## src/sv/pil_pkg.sv

```systemverilog
// ----------------------------------------------------------------------------
// pil_pkg
// Shared types, widths and command codes for the positional insert/extract
// list: a cell chain that keeps an ordered list of signed words.
// ----------------------------------------------------------------------------
package pil_pkg;

  // Default list capacity
  localparam int DEPTH_DEF = 16;

  // Field widths of one command and one result
  localparam int CMD_W    = 3;
  localparam int POS_W    = 5;
  localparam int WORD_W   = 32;
  localparam int CNT_O_W  = 5;

  // Stream data widths, padded to whole bytes
  localparam int IN_DATA_W  = ((POS_W + WORD_W + 7) / 8) * 8;
  localparam int OUT_DATA_W = ((WORD_W + CNT_O_W + 7) / 8) * 8;

  // Command codes
  localparam logic [CMD_W-1:0] CMD_PUSH_BACK  = 3'd0;
  localparam logic [CMD_W-1:0] CMD_POP_BACK   = 3'd1;
  localparam logic [CMD_W-1:0] CMD_PUSH_FRONT = 3'd2;
  localparam logic [CMD_W-1:0] CMD_POP_FRONT  = 3'd3;
  localparam logic [CMD_W-1:0] CMD_INSERT_AT  = 3'd4;
  localparam logic [CMD_W-1:0] CMD_EXTRACT_AT = 3'd5;

  // Decoded operation broadcast to every cell
  typedef struct packed {
    logic ok;   // command succeeds
    logic ins;  // open a gap at the target index
    logic rem;  // close the gap at the target index
  } op_t;

endpackage

```

## src/sv/pil_cell.sv

```systemverilog
// ----------------------------------------------------------------------------
// pil_cell
// One list slot. Holds a word and, on an insert or remove, loads from its
// left neighbor, the new word or its right neighbor.
// ----------------------------------------------------------------------------
module pil_cell #(
  parameter int IDX   = 0,
  parameter int IDX_W = 4
) (
  input  logic                       clk,
  input  pil_pkg::op_t               op,
  input  logic [IDX_W-1:0]           tgt_idx,
  input  logic [pil_pkg::WORD_W-1:0] word_in,
  input  logic [pil_pkg::WORD_W-1:0] left_val,
  input  logic [pil_pkg::WORD_W-1:0] right_val,
  output logic [pil_pkg::WORD_W-1:0] val,
  output logic                       hit
);

  localparam logic [IDX_W-1:0] MY_IDX = IDX_W'(IDX);

  logic [pil_pkg::WORD_W-1:0] val_r;
  logic [pil_pkg::WORD_W-1:0] val_nxt;
  logic                       above;

  assign above = MY_IDX > tgt_idx;
  assign hit   = MY_IDX == tgt_idx;
  assign val   = val_r;

  // Select shift source
  always_comb begin
    val_nxt = val_r;
    if (op.ok && op.ins) begin
      if (above) begin
        val_nxt = left_val;
      end else if (hit) begin
        val_nxt = word_in;
      end
    end else if (op.ok && op.rem) begin
      if (above || hit) begin
        val_nxt = right_val;
      end
    end
  end

  // Hold list word
  always_ff @(posedge clk) begin
    val_r <= val_nxt;
  end

endmodule

```

## src/sv/pil_ctrl.sv

```systemverilog
// ----------------------------------------------------------------------------
// pil_ctrl
// Command decoder: checks the command against the fill count and gives the
// operation and the target index for the cell row.
// ----------------------------------------------------------------------------
module pil_ctrl #(
  parameter int DEPTH = pil_pkg::DEPTH_DEF,
  parameter int CNT_W = 5,
  parameter int IDX_W = 4
) (
  input  logic [pil_pkg::CMD_W-1:0] cmd,
  input  logic [pil_pkg::POS_W-1:0] pos,
  input  logic [CNT_W-1:0]          count,
  output pil_pkg::op_t              op,
  output logic [IDX_W-1:0]          tgt_idx
);

  localparam int CMP_W = (CNT_W > pil_pkg::POS_W) ? CNT_W : pil_pkg::POS_W;

  logic             full;
  logic             empty;
  logic [CMP_W-1:0] pos_x;
  logic [CMP_W-1:0] cnt_x;
  logic [CNT_W-1:0] last;

  assign full  = count == CNT_W'(DEPTH);
  assign empty = count == '0;
  assign pos_x = CMP_W'(pos);
  assign cnt_x = CMP_W'(count);
  assign last  = count - CNT_W'(1);

  // Decode command
  always_comb begin
    op      = '0;
    tgt_idx = '0;
    unique case (cmd)
      pil_pkg::CMD_PUSH_BACK: begin
        op.ins  = 1'b1;
        op.ok   = !full;
        tgt_idx = IDX_W'(count);
      end
      pil_pkg::CMD_POP_BACK: begin
        op.rem  = 1'b1;
        op.ok   = !empty;
        tgt_idx = IDX_W'(last);
      end
      pil_pkg::CMD_PUSH_FRONT: begin
        op.ins  = 1'b1;
        op.ok   = !full;
      end
      pil_pkg::CMD_POP_FRONT: begin
        op.rem  = 1'b1;
        op.ok   = !empty;
      end
      pil_pkg::CMD_INSERT_AT: begin
        op.ins  = 1'b1;
        op.ok   = !full && (pos_x <= cnt_x);
        tgt_idx = IDX_W'(pos);
      end
      pil_pkg::CMD_EXTRACT_AT: begin
        op.rem  = 1'b1;
        op.ok   = pos_x < cnt_x;
        tgt_idx = IDX_W'(pos);
      end
      default: begin
        op = '0;
      end
    endcase
  end

endmodule

```

## src/sv/positional_insert_extract_list_core.sv

```systemverilog
// ----------------------------------------------------------------------------
// positional_insert_extract_list_core
// Ordered list of signed words in a row of shifting cells, with push and pop
// at both ends and insert or extract at any position.
// ----------------------------------------------------------------------------
// Usage:
//   The in_ channel takes one command per transfer: in_tuser carries the
//   command code, in_tdata the position and the word to insert. Every
//   command gives exactly one result on the out_ channel: out_tuser is the
//   ok flag, out_tdata the removed word (zero unless a pop or extract
//   succeeds) and the count after the command.
//   The result is registered, valid in the cycle after the input transfer.
//   Throughput is one command per cycle unless a result stalls: all cells
//   shift or load in parallel in the cycle of the transfer, and the fill
//   count register feeds the next command's range check in the next cycle.
//   The result sits in an output register; a new command is taken while
//   that result is being transferred, and in_tready drops only while a
//   result waits on a stalled receiver.
//   Reset empties the list (count zero) and drops out_tvalid. The cell
//   contents are not cleared; only slots below the count are ever read.
// ----------------------------------------------------------------------------
module positional_insert_extract_list_core #(
  parameter int DEPTH = pil_pkg::DEPTH_DEF
) (
  input  logic                           clk,
  input  logic                           rst_n,
  // Command channel
  input  logic                           in_tvalid,
  output logic                           in_tready,
  input  logic [pil_pkg::IN_DATA_W-1:0]  in_tdata,  // [4:0] position, [36:5] value_in
  input  logic [pil_pkg::CMD_W-1:0]      in_tuser,  // [2:0] command
  // Result channel
  output logic                           out_tvalid,
  input  logic                           out_tready,
  output logic [pil_pkg::OUT_DATA_W-1:0] out_tdata, // [31:0] value_out, [36:32] count
  output logic                           out_tuser  // [0] ok
);

  localparam int W     = pil_pkg::WORD_W;
  localparam int CNT_W = $clog2(DEPTH + 1);
  localparam int IDX_W = $clog2(DEPTH);
  localparam int CMP_W = (CNT_W > pil_pkg::CNT_O_W) ? CNT_W : pil_pkg::CNT_O_W;

  logic                         in_xfer;
  logic [pil_pkg::POS_W-1:0]    pos;
  logic [W-1:0]                 word;
  pil_pkg::op_t                 op;
  pil_pkg::op_t                 op_g;
  logic [IDX_W-1:0]             tgt_idx;
  logic [W-1:0]                 vals [DEPTH];
  logic [DEPTH-1:0]             hits;
  logic [W-1:0]                 removed;
  logic [CNT_W-1:0]             count_r;
  logic [CNT_W-1:0]             count_nxt;
  logic [CMP_W-1:0]             count_x;
  logic                         out_valid_r;
  logic                         out_ok_r;
  logic [W-1:0]                 out_value_r;
  logic [pil_pkg::CNT_O_W-1:0]  out_count_r;

  assign pos       = in_tdata[pil_pkg::POS_W-1:0];
  assign word      = in_tdata[pil_pkg::POS_W +: W];
  assign in_tready = !out_valid_r || out_tready;
  assign in_xfer   = in_tvalid && in_tready;

  // Decode command against current count
  pil_ctrl #(
    .DEPTH (DEPTH),
    .CNT_W (CNT_W),
    .IDX_W (IDX_W)
  ) u_ctrl (
    .cmd     (in_tuser),
    .pos     (pos),
    .count   (count_r),
    .op      (op),
    .tgt_idx (tgt_idx)
  );

  // Act only on a transfer
  always_comb begin
    op_g    = op;
    op_g.ok = op.ok && in_xfer;
  end

  // Cell row
  for (genvar i = 0; i < DEPTH; i++) begin : g_cell
    logic [W-1:0] left_v;
    logic [W-1:0] right_v;
    if (i == 0) begin : g_first
      assign left_v = vals[i];
    end else begin : g_left
      assign left_v = vals[i-1];
    end
    if (i == DEPTH - 1) begin : g_last
      assign right_v = vals[i];
    end else begin : g_right
      assign right_v = vals[i+1];
    end
    pil_cell #(
      .IDX   (i),
      .IDX_W (IDX_W)
    ) u_cell (
      .clk       (clk),
      .op        (op_g),
      .tgt_idx   (tgt_idx),
      .word_in   (word),
      .left_val  (left_v),
      .right_val (right_v),
      .val       (vals[i]),
      .hit       (hits[i])
    );
  end

  // Pick removed word from the target cell
  always_comb begin
    removed = '0;
    for (int i = 0; i < DEPTH; i++) begin
      removed = removed | (hits[i] ? vals[i] : '0);
    end
  end

  // Next fill count
  always_comb begin
    count_nxt = count_r;
    if (op_g.ok && op_g.ins) begin
      count_nxt = count_r + CNT_W'(1);
    end else if (op_g.ok && op_g.rem) begin
      count_nxt = count_r - CNT_W'(1);
    end
  end

  assign count_x = CMP_W'(count_nxt);

  // Advance count and result valid
  always_ff @(posedge clk) begin
    if (!rst_n) begin
      count_r     <= '0;
      out_valid_r <= 1'b0;
    end else begin
      count_r <= count_nxt;
      if (in_xfer) begin
        out_valid_r <= 1'b1;
      end else if (out_tready) begin
        out_valid_r <= 1'b0;
      end
    end
  end

  // Load result payload
  always_ff @(posedge clk) begin
    if (in_xfer) begin
      out_ok_r    <= op.ok;
      out_value_r <= (op.ok && op.rem) ? removed : '0;
      out_count_r <= count_x[pil_pkg::CNT_O_W-1:0];
    end
  end

  assign out_tvalid = out_valid_r;
  assign out_tuser  = out_ok_r;
  assign out_tdata  = pil_pkg::OUT_DATA_W'({out_count_r, out_value_r});

endmodule

```

## config.mk

```make
export PLATFORM = sky130hd
export DESIGN_NAME = positional_insert_extract_list_core
export DESIGN_NICKNAME = d
export VERILOG_FILES = /design/src/sv/pil_pkg.sv /design/src/sv/pil_cell.sv /design/src/sv/pil_ctrl.sv /design/src/sv/positional_insert_extract_list_core.sv
export SDC_FILE = /design/constraint.sdc
export NUM_CORES = 1
export LEC_CHECK = 0
export ABC_AREA = 1
export ABC_CLOCK_PERIOD_IN_PS = 6000
export BUFFER_PORTS_ARGS = -buffer_cell sky130_fd_sc_hd__buf_2
export CAP_MARGIN = 20
export CORE_ASPECT_RATIO = 0.9
export CORE_UTILIZATION = 39
export CTS_CLUSTER_SIZE = 24
export DETAILED_ROUTE_END_ITERATION = 10
export PLACE_DENSITY = 0.56
export SETUP_SLACK_MARGIN = 0.5
export SLEW_MARGIN = 20
export SYNTH_ARGS = -nofsm -noshare
export SYNTH_HDL_FRONTEND = slang
export SYNTH_SLANG_ARGS = --single-unit
export TNS_END_PERCENT = 100
```

## constraint.sdc

```tcl
create_clock -name clk -period 6 [get_ports clk]
set_clock_uncertainty 0.15 [all_clocks]
set_input_delay 0.3 -clock clk [delete_from_list [all_inputs] [get_ports clk]]
set_output_delay 0.3 -clock clk [all_outputs]
set_load 0.03 [all_outputs]
```

Word level (Yosys, flattened, before mapping). Index checks and enable logic that the tools add are counted.

Word-level logic and storage cells: 261. Register bits: 556. Output and inout bits: 43. Bits of input ports: 47.

Eq/ne operators: 37. Reductions and logical operators: 67. Magnitude comparators: 18. Muxes and demuxes: 101. Bitwise gates (word level): 15. $add $sub $neg: 2.

Operator list (number): 32-bit 2-to-1 mux (93); 32-bit bitwise OR (15); 3-bit by 1-bit != test with 1-bit output (second input constant) (14); 3-bit AND reduction (14); 2-bit nonzero test (18); 4-bit equality test (first input constant) (8); 4-bit > comparator (first input constant) (8); 3-bit by 4-bit equality test with 1-bit output (first input constant) (4); 3-bit by 4-bit > comparator with 1-bit output (first input constant) (4); 1-bit logical OR (16); 4-bit case mux with 3 select lines (1); 5-bit 2-to-1 mux (2); 2-bit by 4-bit equality test with 1-bit output (first input constant) (2); 1-bit by 4-bit > comparator with 1-bit output (first input constant) (2); 2-bit by 4-bit > comparator with 1-bit output (first input constant) (2); 3-bit by 2-bit equality test with 1-bit output (second input constant) (2); 3-bit equality test (second input constant) (2); 1-bit logical AND (6); 2-bit OR reduction (3); 3-bit OR reduction (2); 5-bit by 1-bit adder with 5-bit output (second input constant) (1); 5-bit equality test (second input constant) (1); 5-bit <= comparator (1); 5-bit zero test (1); 13 further kinds (18).

Longest topological paths before layout.
Depth in word-level cells: 20. Depth in mapped cells: 18. Mapped depth without buffers: 16.

Hierarchy. A second synthesis with hierarchy kept.

Cells, all modules: 5388. Area, all modules: 38595.8 µm².

Modules (own cells, without submodules): positional_insert_extract_list_core (area an instance 5215.0 µm², cells an instance 976, instances 1); pil_cell (g_cell[9].u_cell) (area an instance 2549.9 µm², cells an instance 282, instances 1); pil_cell (g_cell[11].u_cell) (area an instance 2313.5 µm², cells an instance 285, instances 1); pil_cell (g_cell[6].u_cell) (area an instance 2155.8 µm², cells an instance 282, instances 1); pil_cell (g_cell[12].u_cell) (area an instance 2095.8 µm², cells an instance 283, instances 1); pil_cell (g_cell[1].u_cell) (area an instance 2094.5 µm², cells an instance 284, instances 1); pil_cell (g_cell[7].u_cell) (area an instance 2087.0 µm², cells an instance 283, instances 1); pil_cell (g_cell[14].u_cell) (area an instance 2075.7 µm², cells an instance 285, instances 1); pil_cell (g_cell[4].u_cell) (area an instance 2074.5 µm², cells an instance 279, instances 1); pil_cell (g_cell[5].u_cell) (area an instance 2067.0 µm², cells an instance 284, instances 1); pil_cell (g_cell[3].u_cell) (area an instance 2031.9 µm², cells an instance 280, instances 1); pil_cell (g_cell[2].u_cell) (area an instance 2023.2 µm², cells an instance 281, instances 1); pil_cell (g_cell[10].u_cell) (area an instance 2014.4 µm², cells an instance 284, instances 1); pil_cell (g_cell[13].u_cell) (area an instance 1999.4 µm², cells an instance 279, instances 1); 4 more rows.

Least setup slack after synthesis. OpenSTA, ideal clock, no wires.

Path kind: register -> register. From: register out_valid_r (netlist: out_tvalid). To: register g_cell[0].u_cell.val_r (netlist bit g_cell[0].u_cell.val[0]) (enable). Stages on the path, launching flop included: 7. Slack: 1.115 ns. Arrival: 4.274 ns. Library setup time: 0.461 ns. Cell sequence: dfxtp_1 nand2_1 nand2_1 inv_1 nand2_1 clkbuf_1 nor3_1.

Cells in the longest elaborated chain, start to end: 7.

RTL lines: start: declaration (line positional_insert_extract_list_core.sv:56) `logic out_valid_r;`; start signal: assignment (line positional_insert_extract_list_core.sv:138) `out_valid_r <= 1'b0;`; start signal: assignment (line positional_insert_extract_list_core.sv:142) `out_valid_r <= 1'b1;`; start signal: assignment (line positional_insert_extract_list_core.sv:144) `out_valid_r <= 1'b0;`; 1-bit zero test (*) (line positional_insert_extract_list_core.sv:63) `assign in_tready = !out_valid_r || out_tready;`; 1-bit logical OR (*) (line positional_insert_extract_list_core.sv:63); via in_tready (line positional_insert_extract_list_core.sv:29) `output logic in_tready,`; 1-bit logical AND (*) (line positional_insert_extract_list_core.sv:64) `assign in_xfer = in_tvalid && in_tready;`; via in_xfer (line positional_insert_extract_list_core.sv:44) `logic in_xfer;`; 1-bit logical AND (*) (line positional_insert_extract_list_core.sv:82) `op_g.ok = op.ok && in_xfer;`; 1-bit logical AND, on equally long branches; 2-bit by 1-bit != test with 1-bit output (no line) (tied with other cells); 4-bit AND reduction (no line) (*); end signal: assignment (line pil_cell.sv:48) `val_r <= val_nxt;`; end: declaration (line pil_cell.sv:22) `logic [pil_pkg::WORD_W-1:0] val_r;`.

Mark *: on every way through the listed nets, which the timed path passes. The rest lies on a longest branch. A chain may end at the register's enable or synchronous reset.

Worst setup path after layout.
From: register count_r[0]. To: register g_cell[11].u_cell.val_r (netlist bit g_cell[11].u_cell.val[31]), data pin.

Cells in the longest elaborated chain, start to end: 7.

RTL lines: start: declaration (line positional_insert_extract_list_core.sv:53) `logic [CNT_W-1:0] count_r;`; start signal: assignment (line positional_insert_extract_list_core.sv:140) `count_r <= count_nxt;`; branches (longest 6 deep; another with 5-bit by 1-bit subtractor with 5-bit output); 32-bit 2-to-1 mux (*) (line pil_cell.sv:33) `if (op.ok && op.ins) begin`; via g_cell[11].u_cell.val_nxt (one bit) (line pil_cell.sv:23) `logic [pil_pkg::WORD_W-1:0] val_nxt;`; end signal: assignment (line pil_cell.sv:48); end: declaration (line pil_cell.sv:22).

Mark *: on every way through the listed nets, which the timed path passes.

==> results.toml <==
[outcome]
status = "complete, no violations"

[floorplan]
dieArea_um2 = 82900
die_w_um = 303
start_util_pct = 39.4
coreArea_um2 = 81000
rows = 99
io-pin-count = 90
dieHeight_um = 273

[cells_and_area]
areaGrowthSynthToFinish_pct = 12.3
layoutNonFillerInstCount = 5110
fillers = 8208
drive_gt1_share_pct = 8.06
multiInputGateArea_um2 = 13100
design_area_um2 = 35800
nets = 4052
regArea_um2 = 16600

[clocking]
cts_root_buffer = "clkbuf_16"
clock_latency_ns = 0.61
htree_levels = 3
cts_max_path_buffers = 3
postCtsSetupBuffers = 0
cts_made_buffers = 68
cts_tree = "built"
cts_sinks = 556
clk_pin_slew_worst_paths_ns = 0.06

[sta]
min_period_over_period_pct = 70.3
final.min_clock_period_ns = 4.22
setup_viol = 0
relSlewSlack_pct = 22.6
maxSlewViolCount = 0
hold_slack_ns = 0.0288
fmax_ghz = 0.237
rsz0062_at_grt = "no"
tns_ns = 0
hold_violations = 0
worstMarginPinSlew_ns = 1.16

[placement]
numPortBuffers = 83
gp_congestion = 0.862
post_dp_cell_area_um2 = 33400
dp.cells = 4955
post-dp-hpwl_um = 74300

[synth]
netlist_area_um2 = 31900
synth-seq-area-share_pct = 52.2
synth_cell_types = 30
ys_warn_count = 0
synth_area_per_cell_um2 = 7.93
yosys_register_bits = 556
synthCells = 4020

[critical_path]
crit_type = "register to register"
worstSetupEndpointType = "register"
worstPathMaxFanout = 64
rr_startpoint = "count_r[0]$_SDFF_PN0_"
r2r_cells = 13
r2r_slack_ns = 1.78
required_ns = 6.17
start_kind = "register"
arrival_ns = 4.39
r2r_end = "g_cell[11].u_cell.val[31]$_DFFE_PP_"

[power_and_ir_drop]
peakVddDrop_mv = 0.198
pwr_density_cell_nw_per_um2 = 301
p_leak_nw = 14.4

[global_routing]
grt-ovfl-total = 0
grt_usage_pct = 30.1
antenna_found_initial = 10
grt_max_degree = 163
grt_first_pass_wirelength_um = 181000
first_global_vias = 26600

[drt]
wl_per_cell_um = 24.5
drc = 0
vias = 29300
routed_wl_um = 125000
drtIter0Drc = 3660
ant_nets = 0
viasPerCell = 5.73
drt_pass1_iterations = 7

[job]
cap_violations = 0

[min_path]
worstHoldPathType = "input pin to register"
min-delay-start = "in_tdata[31]"
holdPathStages = 3
holdPathEnd = "g_cell[15].u_cell.val[26]$_DFFE_PP_"
where the power goes:
part	switching (mW)	internal, mW	leakage (nW)
Clock	1.72	2.33	1.01
Combinational	1.47	0.468	8.26
Sequential	0.152	4.64	5.15
Total	3.34	7.44	14.4
metal layers:
layer / vias to the layer above / global-route usage, % / wire length [um]
li1: 13500 / - / -
met1: 13800 / 44.5 / 53200
met2: 1706 / 44.1 / 53200
met3: 271 / 4.72 / 14000
met4: 6 / 11.0 / 4790
met5: - / 0 / 40
cells by family (layout without fill, tap and decap cells):
family	count (synthesis)	in the layout	share of synthesized area (%)
and+or+nand+nor	1870	1870	23.2
AOI/OAI and AO/OA	982	982	16.5
buffers and inverters	602	625	7.70
DFF	556	556	52.2
adders and majority gates	7	7	0.275
xor gates and xnor gates	2	2	0.0549
other	1	8	0.0118
cell usage after synthesis:
| library cell | number | share of area [%] |
|---|---|---|
| nand3b_1 | 1 | 0.024 |
| nand3_2 | 2 | 0.063 |
| edfxtp_1 | 550 | 52 |
| conb_1 | 1 | 0.012 |
| nand3_1 | 214 | 3.4 |
| o21ai_0 | 752 | 12 |
| a22oi_1 | 1 | 0.024 |
| a21oi_1 | 4 | 0.063 |
| o21ai_1 | 53 | 0.83 |
| buf_4 | 16 | 0.38 |
| o211ai_1 | 112 | 2.6 |
| inv_1 | 294 | 3.5 |
| nor2_2 | 8 | 0.16 |
| clkinv_1 | 5 | 0.059 |
| nor3_1 | 3 | 0.047 |
| nor2_1 | 354 | 4.2 |
| nand3_4 | 1 | 0.055 |
| ha_1 | 7 | 0.27 |
| clkbuf_1 | 160 | 1.9 |
| nand4_1 | 2 | 0.039 |
| nor2_4 | 7 | 0.25 |
| dfxtp_1 | 6 | 0.38 |
| o22ai_1 | 59 | 1.2 |
| nand2_1 | 1272 | 15 |
| inv_2 | 6 | 0.071 |
| nand2_2 | 6 | 0.12 |
| xor2_1 | 2 | 0.055 |
| buf_2 | 108 | 1.7 |
| buf_1 | 13 | 0.15 |
| o21bai_1 | 1 | 0.024 |
state kept, by name, indices dropped and copies added, names as in the netlist:
register,flops
g_cell.u_cell.val,512
out_value_r,32
count_r,5
out_count_r,5
out_tuser,1
out_tvalid,1
final cells by class:
type / count / area share [%]
multi-input cells: 2864 / 36.5
well taps: 1060 / 3.71
repair buffers: 203 / 4.19
diodes: 5 / 0.0350
clock inverters: 26 / 0.482
clock buffers: 91 / 5.38
inverters: 305 / 3.22
flip-flops and latches: 556 / 46.5
worst max-delay path by stage:
stage / start / endpoint / slack [ns] / cells past startpoint
after CTS: count_r[0]$_SDFF_PN0_ / g_cell[14].u_cell.val[6]$_DFFE_PP_ / 1.84 / 11
after global routing: count_r[0]$_SDFF_PN0_ / g_cell[11].u_cell.val[2]$_DFFE_PP_ / 1.65 / 13
after detailed placement: count_r[0]$_SDFF_PN0_ / g_cell[14].u_cell.val[30]$_DFFE_PP_ / 1.86 / 11
final: count_r[0]$_SDFF_PN0_ / g_cell[11].u_cell.val[31]$_DFFE_PP_ / 1.78 / 13
after global placement: count_r[0]$_SDFF_PN0_ / g_cell[14].u_cell.val[7]$_DFFE_PP_ / 1.91 / 11
after floorplan: out_tvalid$_SDFFE_PN0P_ / g_cell[0].u_cell.val[0]$_DFFE_PP_ / 1.12 / 6
placed cells by master (no fill, tap or decap), types with 6 or more instances in the layout:
cell type,n
buf_12,8
buf_2,83
buf_4,79
clkbuf_1,15
clkbuf_16,73
clkinv_1,19
clkinv_2,6
dfxtp_1,6
dlygate4sd3_1,33
edfxtp_1,550
ha_1,7
inv_1,291
inv_2,8
nand2_1,1264
nand2_2,8
nand2_4,6
nand3_1,214
nor2_1,330
nor2_4,34
o211ai_1,112
o21ai_0,751
o21ai_1,53
o22ai_1,59
worst max-delay path: stages (launching register included):
cell and delay [ns]:
dfxtp_1 0.45, inv_1 0.16, ha_1 0.34, inv_1 0.10, nand2_1 0.09, nand3_2 0.23, nand2_1 0.22, inv_2 0.38
nand2_1 0.42, nand2_4 0.19, buf_4 0.77, nand2_1 0.13, o211ai_1 0.13, o21ai_0 0.12
metrics by stage:
step / util, % / setup slack [ns] / total power [mW]
floorplan: - / 1.12 / 5.97
global placement: 41.2 / 1.91 / 6.73
detailed placement: 41.2 / 1.86 / 6.74
CTS: 44.2 / 1.84 / 10.8
global route: 44.2 / 1.65 / 11.1
finish: 44.2 / 1.78 / 10.8
what timing repair did:
action | 4_1_cts | 5_1_grt
endpoints found under the hold margin | 69 | 0
hold buffers | 33 | 0
resized for setup | 0 | 0
Power figures use the tool's default switching activity.
